### src/rtl/core/pagerank_power_iteration_macros.svh
// assertion macros shared by the pagerank power iteration rtl
// no dependencies; included by files that carry assertions
`ifndef PAGERANK_POWER_ITERATION_MACROS_SVH
`define PAGERANK_POWER_ITERATION_MACROS_SVH

// same-cycle implication
`define PR_ASSERT_NOW(lbl, a, c, msg) \
	lbl: assert property (@(posedge clk) disable iff (!arst_n) (a) |-> (c)) else $error(msg);

// next-cycle implication
`define PR_ASSERT_NXT(lbl, a, c, msg) \
	lbl: assert property (@(posedge clk) disable iff (!arst_n) (a) |=> (c)) else $error(msg);

`endif

### src/rtl/core/pr_pkg.sv
// shared types and constants for the pagerank power iteration block
// no dependencies
package pr_pkg;
	localparam int MAX_NODES = 1024;
	localparam int MAX_EDGES = 4096;
	localparam int NODE_W = $clog2(MAX_NODES);
	localparam int NCNT_W = NODE_W + 1;
	localparam int EDGE_W = $clog2(MAX_EDGES);
	localparam int ECNT_W = EDGE_W + 1;
	localparam int WT_W = 17;
	localparam int RANK_W = 32;
	localparam int SUM_W = 48;
	localparam int EDGE_DATA_W = 2 * NODE_W + WT_W;
	localparam logic [WT_W-1:0] ONE_Q16 = WT_W'(65536);
	localparam logic [RANK_W-1:0] ONE_Q31 = 32'h8000_0000;

	typedef enum logic [1:0] {
		REQ_LOAD = 2'd0,
		REQ_RUN = 2'd1,
		REQ_READ = 2'd2,
		REQ_CLEAR = 2'd3
	} req_t;

	typedef enum logic [1:0] {
		RES_RUN = 2'd0,
		RES_READ = 2'd1,
		RES_REJECT = 2'd2
	} res_t;

	typedef enum logic [1:0] {
		CFG_NODES = 2'd0,
		CFG_DAMP = 2'd1,
		CFG_THRESH = 2'd2,
		CFG_CAP = 2'd3
	} cfg_idx_t;

	typedef struct packed {
		logic start;
		logic busy;
	} div_ctl_t;
endpackage

### src/rtl/core/pr_div.sv
// restoring divider, one quotient bit per cycle
// depends on pr_pkg
module pr_div
	import pr_pkg::*;
(
	input  logic              clk,
	input  logic              arst_n,
	input  logic              start,
	input  logic [31:0]       dividend,
	input  logic [NCNT_W-1:0] divisor,
	output logic              busy,
	output logic [31:0]       quotient
);
	logic [5:0]        cnt_q;
	logic [NCNT_W-1:0] rem_q;
	logic [31:0]       quo_q;
	logic [NCNT_W-1:0] div_q;
	logic [NCNT_W:0]   rem_sh;

	assign rem_sh = {rem_q, quo_q[31]};
	assign busy = (cnt_q != 6'd0);
	assign quotient = quo_q;

	always_ff @(posedge clk or negedge arst_n) begin
		if (!arst_n) begin
			cnt_q <= 6'd0;
		end else if (start) begin
			cnt_q <= 6'd32;
		end else if (busy) begin
			cnt_q <= cnt_q - 6'd1;
		end
	end

	always_ff @(posedge clk) begin
		if (start) begin
			rem_q <= '0;
			quo_q <= dividend;
			div_q <= divisor;
		end else if (busy) begin
			if (rem_sh >= {1'b0, div_q}) begin
				rem_q <= NCNT_W'(rem_sh - {1'b0, div_q});
				quo_q <= {quo_q[30:0], 1'b1};
			end else begin
				rem_q <= rem_sh[NCNT_W-1:0];
				quo_q <= {quo_q[30:0], 1'b0};
			end
		end
	end
endmodule

### config.mk
export PLATFORM = sky130hd
export DESIGN_NAME = pr_div
export DESIGN_NICKNAME = d
export VERILOG_FILES = /design/src/rtl/core/pagerank_power_iteration_macros.svh /design/src/rtl/core/pr_pkg.sv /design/src/rtl/core/pr_div.sv
export SDC_FILE = /design/constraint.sdc
export NUM_CORES = 1
export LEC_CHECK = 0
export BUFFER_PORTS_ARGS = -buffer_cell sky130_fd_sc_hd__clkbuf_2
export CORE_MARGIN = 2
export CORE_UTILIZATION = 45
export CTS_CLUSTER_SIZE = 10
export DETAILED_ROUTE_END_ITERATION = 7
export PLACE_DENSITY = 0.69
export RECOVER_POWER = 25
export SETUP_SLACK_MARGIN = 0.05
export SYNTH_ARGS = -nofsm -noshare
export SYNTH_HDL_FRONTEND = slang
export SYNTH_SLANG_ARGS = --single-unit
### constraint.sdc
create_clock -name clk -period 3.8 [get_ports clk]
set_clock_uncertainty 0.1 [all_clocks]
set_input_delay 0.57 -clock clk [delete_from_list [all_inputs] [get_ports clk]]
set_output_delay 0.57 -clock clk [all_outputs]
set_load 0.005 [all_outputs]
Word-level counts from Yosys, hierarchy flattened
Cells that the tools add are included.
{"block": "op_classes", "n_addsub": 2, "mul": 0, "div": 0, "n_lt_le_gt_ge": 1, "n_eq_ne": 0, "shift": 0, "mux": 6, "n_bitwise": 0, "n_reduce_logical": 2}
{"cell": "32-bit two-way mux", "n": 2}
{"cell": "12-bit by 11-bit greater-or-equal comparator with 1-bit output", "n": 1}
{"cell": "6-bit two-way mux", "n": 2}
{"cell": "11-bit two-way mux", "n": 1}
{"cell": "11-bit subtractor", "n": 1}
{"cell": "6-bit nonzero test", "n": 1}
{"cell": "6-bit by 1-bit subtractor with 6-bit output, second input constant", "n": 1}
{"cell": "2-bit nonzero test", "n": 1}
{"cell": "1-bit two-way mux", "n": 1}
{"block": "word_totals", "ff_bits": 60, "latch_bits": 0, "ram_bits": 0, "rom_bits": 0, "output_inout_bits": 33, "elab_cells": 15, "n_memories": 0}

Depth between registers and ports, before layout
{"block": "logic_depth", "word_depth": 4, "mapped_depth": 10, "depth_no_buf": 9}

Worst setup path before layout
OpenSTA, ideal clock, no wires.
{"block": "synth_timing", "path_type": "register to register", "from": "register quo_q[31], in the netlist quotient[31]", "to": "register rem_q[4]", "t_arrival_ns": 2.342, "slack_ns": 1.267, "path_stages_with_launch": 11, "path_buffers": 1, "synth_period_minus_slack_ns": 2.533, "path_cell_list": "edfxtp_1 -> inv_1 -> ha_1 -> fa_1 -> nor2b_1 -> o31ai_1 -> a21oi_2 -> o41a_1 -> buf_4 -> nand3_1 -> a311oi_1"}
{"block": "synth_via", "elab_chain_len": 2, "elab_cells_between_ends": 3, "classes_between": "add/sub: 1; order compare: 1; mux: 1"}
{"item": "from (decl)", "line": "pr_div.sv:16", "text": "logic [31:0] quo_q;"}
{"item": "from (signal assigned)", "line": "pr_div.sv:37", "text": "quo_q <= dividend;"}
{"item": "from (signal assigned)", "line": "pr_div.sv:42", "text": "quo_q <= {quo_q[30:0], 1'b1};"}
{"item": "from (signal assigned)", "line": "pr_div.sv:45", "text": "quo_q <= {quo_q[30:0], 1'b0};"}
{"item": "11-bit subtractor / 12-bit by 11-bit greater-or-equal comparator with 1-bit output (equally long branches)", "line": "pr_div.sv:41, pr_div.sv:40"}
{"item": "11-bit two-way mux (*)", "line": "pr_div.sv:40", "text": "if (rem_sh >= {1'b0, div_q}) begin"}
{"item": "to (signal assigned)", "line": "pr_div.sv:41", "text": "rem_q <= NCNT_W'(rem_sh - {1'b0, div_q});"}
{"item": "to (signal assigned)", "line": "pr_div.sv:44", "text": "rem_q <= rem_sh[NCNT_W-1:0];"}
{"item": "to (decl)", "line": "pr_div.sv:15", "text": "logic [NCNT_W-1:0] rem_q;"}
Every way passes the cells marked *; elsewhere a longest branch is shown, timed or not.
A chain may end at the register's enable or synchronous reset.

Worst setup path in the final report
{"block": "layout_timing", "from": "register quo_q[31], in the netlist quotient[31]", "to": "register rem_q[0]"}
Same word-level chain as after synthesis.

==> out/results.env <==
RUN_STATUS='completed'
TIMING_HOLD_VIOLATIONS_FINAL=0
DIODES=0
SYN-INSTANCE-COUNT=257
VIAS=2227
STARTPOINT_TYPE_OF_THE_WORST_SETUP_PATH='flop'
TIMING_WORST_SETUP_PATH_TYPE='reg -> reg'
TIMING.CRITICAL_PATH.ARRIVAL_NS=3.26
NET_COUNT_AFTER_SYNTHESIS=316
FIRSTDRTPASSITERS=4
GRT_BUSIEST_LAYER='met2'
MULTIINPUTGATEAREA_MM2=0.00134
DOMINANT_REGISTER_CELL_IN_THE_SYNTHESIZED_NETLIST='edfxtp_1'
POWER_LEAKAGE_nW=1.61
CLK-INSERTION-DELAY-LATE_NS=0.35
CLOCK_SINK_COUNT=60
FINAL.FILL_COUNT=608
MET3_USAGE_PCT=5.21
CAP_VIOLATIONS=0
POST_LAYOUT_NONFILLER_INSTANCES=421
HIGHEST_CLOCK_RATE_MHz=322
CLK_PIN_SLEW_NS=0.07
LAYOUT.CELLS.MOST_COMMON='clkbuf_2'
COUNT_OF_FLIP_FLOPS_WITH_A_BUILT_IN_ENABLE_AFTER_SYNTHESIS=43
CELLPOWERDENSITY_mW_PER_MM2=645
GRT_MAX_DEGREE=33
GP_ROUTABILITY_CONGESTION=0.894
GRT_FIRST_PASS_WIRELENGTH_MM=10.8
TIMING.CRITICAL_PATH.CELLS='inv_1 -> ha_1 -> fa_1 -> nor2b_1 -> o31ai_1 -> a21oi_2 -> o41a_1 -> and3_4 -> nor4_2'
FINAL_MIN_PERIOD_OVER_CLOCK_PERIOD_PCT=81.7
POST-DP-HPWL_MM=4.50
POST_ROUTE_DESIGN_AREA_MM2=0.00375
CTS_HTREE_LEVELS=3
CRITPATHMAXFANOUT=13
CTSRESIZECOUNT=0
DIEHEIGHT_UM=87.3
POST-PLACE-WS_NS=0.790
CRIT_SLOWEST_CELL='o41a_1'
DETAIL_ROUTE.WL_PER_CELL_UM=15.2
SYN-CELL-AREA_MM2=0.00312
CTS.HOLD.BUFFERS_ADDED=1
REPORT.POWER.TOTAL_mW=2.42
FINALNETCOUNT=395
START_UTIL_PCT=46.2
GRTUSAGETOTAL_PCT=18.5
ROUTE.DETAILED.DRC=0
RSZ_0062_RAISED_AFTER_GLOBAL_ROUTING='no'
CTS_SETUP_BUFFERS=0
DPL.CELL_COUNT=404
CTS-BUFFERS-INSERTED=9
DESIGN.PORTCOUNT=79
CRITICAL_PATH.TOP_DELAY_FAMILY='compound AO/OA/AOI/OAI gates'
SLEW_AT_THE_PIN_CLOSEST_TO_ITS_MAX_SLEW_LIMIT_NS=1.29
DIE_AREA_MM2=0.00762
TIMING.SLEW.HEADROOM_PCT=14.3
SYNTHDISTINCTLIBCELLS=50
FIRST_GLOBAL_VIAS=2225
DETAILEDROUTE.FIRSTITERATIONVIOLATIONS=108
DETAIL_ROUTE.WIRELENGTH_MM=6.40
LAYOUT-DRIVE-GT1-SHARE_PCT=30.2
GLOBAL_ROUTE.USAGE.MET2_PCT=30.0
VIA_COUNT_NORMALIZED_BY_INSTANCE_COUNT=5.29
GRT_ANTENNA_BEFORE_REPAIR=0
CTS-ROOT-TO-SINK-BUFFERS=2
CRIT_REQUIRED_NS=3.95
CORE-AREA_MM2=0.00676
MINIMUM_CLOCK_PERIOD_NS=3.11
MOSTFREQUENTLAYOUTCELLS='74 x clkbuf_2, 43 x edfxtp_1, 31 x mux2_1, 19 x nor2_1, 16 x inv_1'
ANT_NETS=0
GRT_REMAINING_OVERFLOW=0
TIMING.CRITICAL_PATH.SLOWEST_CELL_DELAY_NS=0.68
SYNTH_AREA_PER_CELL_UM2=12.1
FINALSETUPVIOLCOUNT=0
HOLD_PATH_CLASS='in -> reg'
IRDROPWORSTVDD_uV=293
SYNTH_WARNINGS=0
SEQ_AREA_MM2=0.00166
CRITPATHCAPTURETYPE='flop'
FIN_TNS_SETUP_NS=0
YOSYS_REGISTER_BITS=60
CP.BUFFERS_INVERTERS=1
TRITONCTS='done'
FLOW.AREA_GROWTH_FROM_SYNTHESIS_PCT=20.2
FINAL_MAX_SLEW_VIOL_COUNT=0
PLACEDINSTANCEAREA_MM2=0.00358
SYNTH_SEQUENTIAL_AREA_RATIO_PCT=53.2
FP-ROW-COUNT=30
LAYOUT_SETUP_WS_NS=0.694
COUNT_OF_BUFFERS_FROM_PORT_BUFFERING=78
ASYNC_RESET_FF_SHARE_PCT=10.0
GR-USAGE-MET1_PCT=23.7
FP.DIEW_UM=87.3
CLOCK_TREE.ROOT_CELL='clkbuf_8'
layout make-up:
cell class                      instances  area share [%]
Clock buffer                            9            3.30
Clock inverter                          7            1.37
Inverter                               17            1.70
Multi-Input combinational cell        165            35.6
Sequential cell                        60            44.3
Tap cell                               80            2.67
Timing Repair Buffer                   83            11.1
power by group:
part           internal, mW  switching, mW
clock network         0.238          0.272
logic                 0.409          0.499
registers             0.889          0.114
cells in the mapped netlist, drive strengths merged, types with 2 or more instances:
cell,instances,share of area [%]
edfxtp,43,41
mux2,31,11
nor2,19,2.3
inv,17,2.0
clkbuf,13,1.6
ha,12,4.8
dfxtp,11,7.1
nand2,11,1.3
a21oi,10,1.7
nor3,10,2.1
a211oi,8,1.9
o21ai,7,1.1
dfrtp,6,4.8
mux2i,5,1.6
a311oi,4,1.5
nand2b,4,0.80
xnor2,4,1.1
a211o,3,0.84
nor4,3,0.80
o21bai,3,0.72
o41ai,3,1.4
a21o,2,0.48
buf,2,0.60
nand3,2,0.32
nand3b,2,0.48
nand4,2,0.40
nor2b,2,0.40
o211ai,2,0.48
o21a,2,0.48
or3,2,0.40
flip-flops by register name, summed over array words and instances, names as in the netlist:
signal and count:
quotient 32, div_q 11, rem_q 11, cnt_q 6
worst reg2reg max path: stages, from the launching register on:
cell and delay [ns]:
edfxtp_1 0.44, inv_1 0.09, ha_1 0.19, fa_1 0.23, nor2b_1 0.07, o31ai_1 0.48
a21oi_2 0.22, o41a_1 0.68, and3_4 0.31, nor4_2 0.22
per-stage QoR:
step | hold slack [ns] | utilization, %
after floorplan | 0.174 | -
after global placement | 0.304 | 53.0
after detailed placement | 0.308 | 53.0
after CTS | 0.278 | 55.7
after global routing | 0.280 | 55.6
final | 0.301 | 55.6
final timing paths:
check / depth (start not counted) / start / to / slack [ns]
max in group asynchronous: 2 / arst_n / cnt_q[0] / 2.81
min in group asynchronous: 2 / arst_n / cnt_q[3] / 0.54
min reg2reg: 2 / rem_q[8] / rem_q[8] / 0.41
max: 9 / quotient[31] / rem_q[0] / 0.69
min: 1 / divisor[0] / div_q[0] / 0.30
max reg2reg: 9 / quotient[31] / rem_q[0] / 0.69
logic make-up (layout without fill, tap and decap cells):
| logic type | Yosys count | in the layout | synth area share [%] |
|---|---|---|---|
| AO/OA/AOI/OAI | 49 | 49 | 12.2 |
| XOR/XNOR | 5 | 5 | 1.40 |
| flip-flops | 60 | 60 | 53.2 |
| buffers and inverters | 32 | 116 | 4.21 |
| AND/OR/NAND/NOR | 62 | 62 | 10.7 |
| adder cells (fa/ha/maj) | 13 | 13 | 5.45 |
| multiplexers | 36 | 36 | 12.8 |
metal layers:
| layer | part of all wire, % | vias up |
|---|---|---|
| li1 | - | 1112 |
| met1 | 44 | 1069 |
| met2 | 51 | 40 |
| met3 | 3.9 | 6 |
| met4 | 0.80 | 0 |
| met5 | 0 | - |
Note: power is estimated with default switching activity, not from simulation.
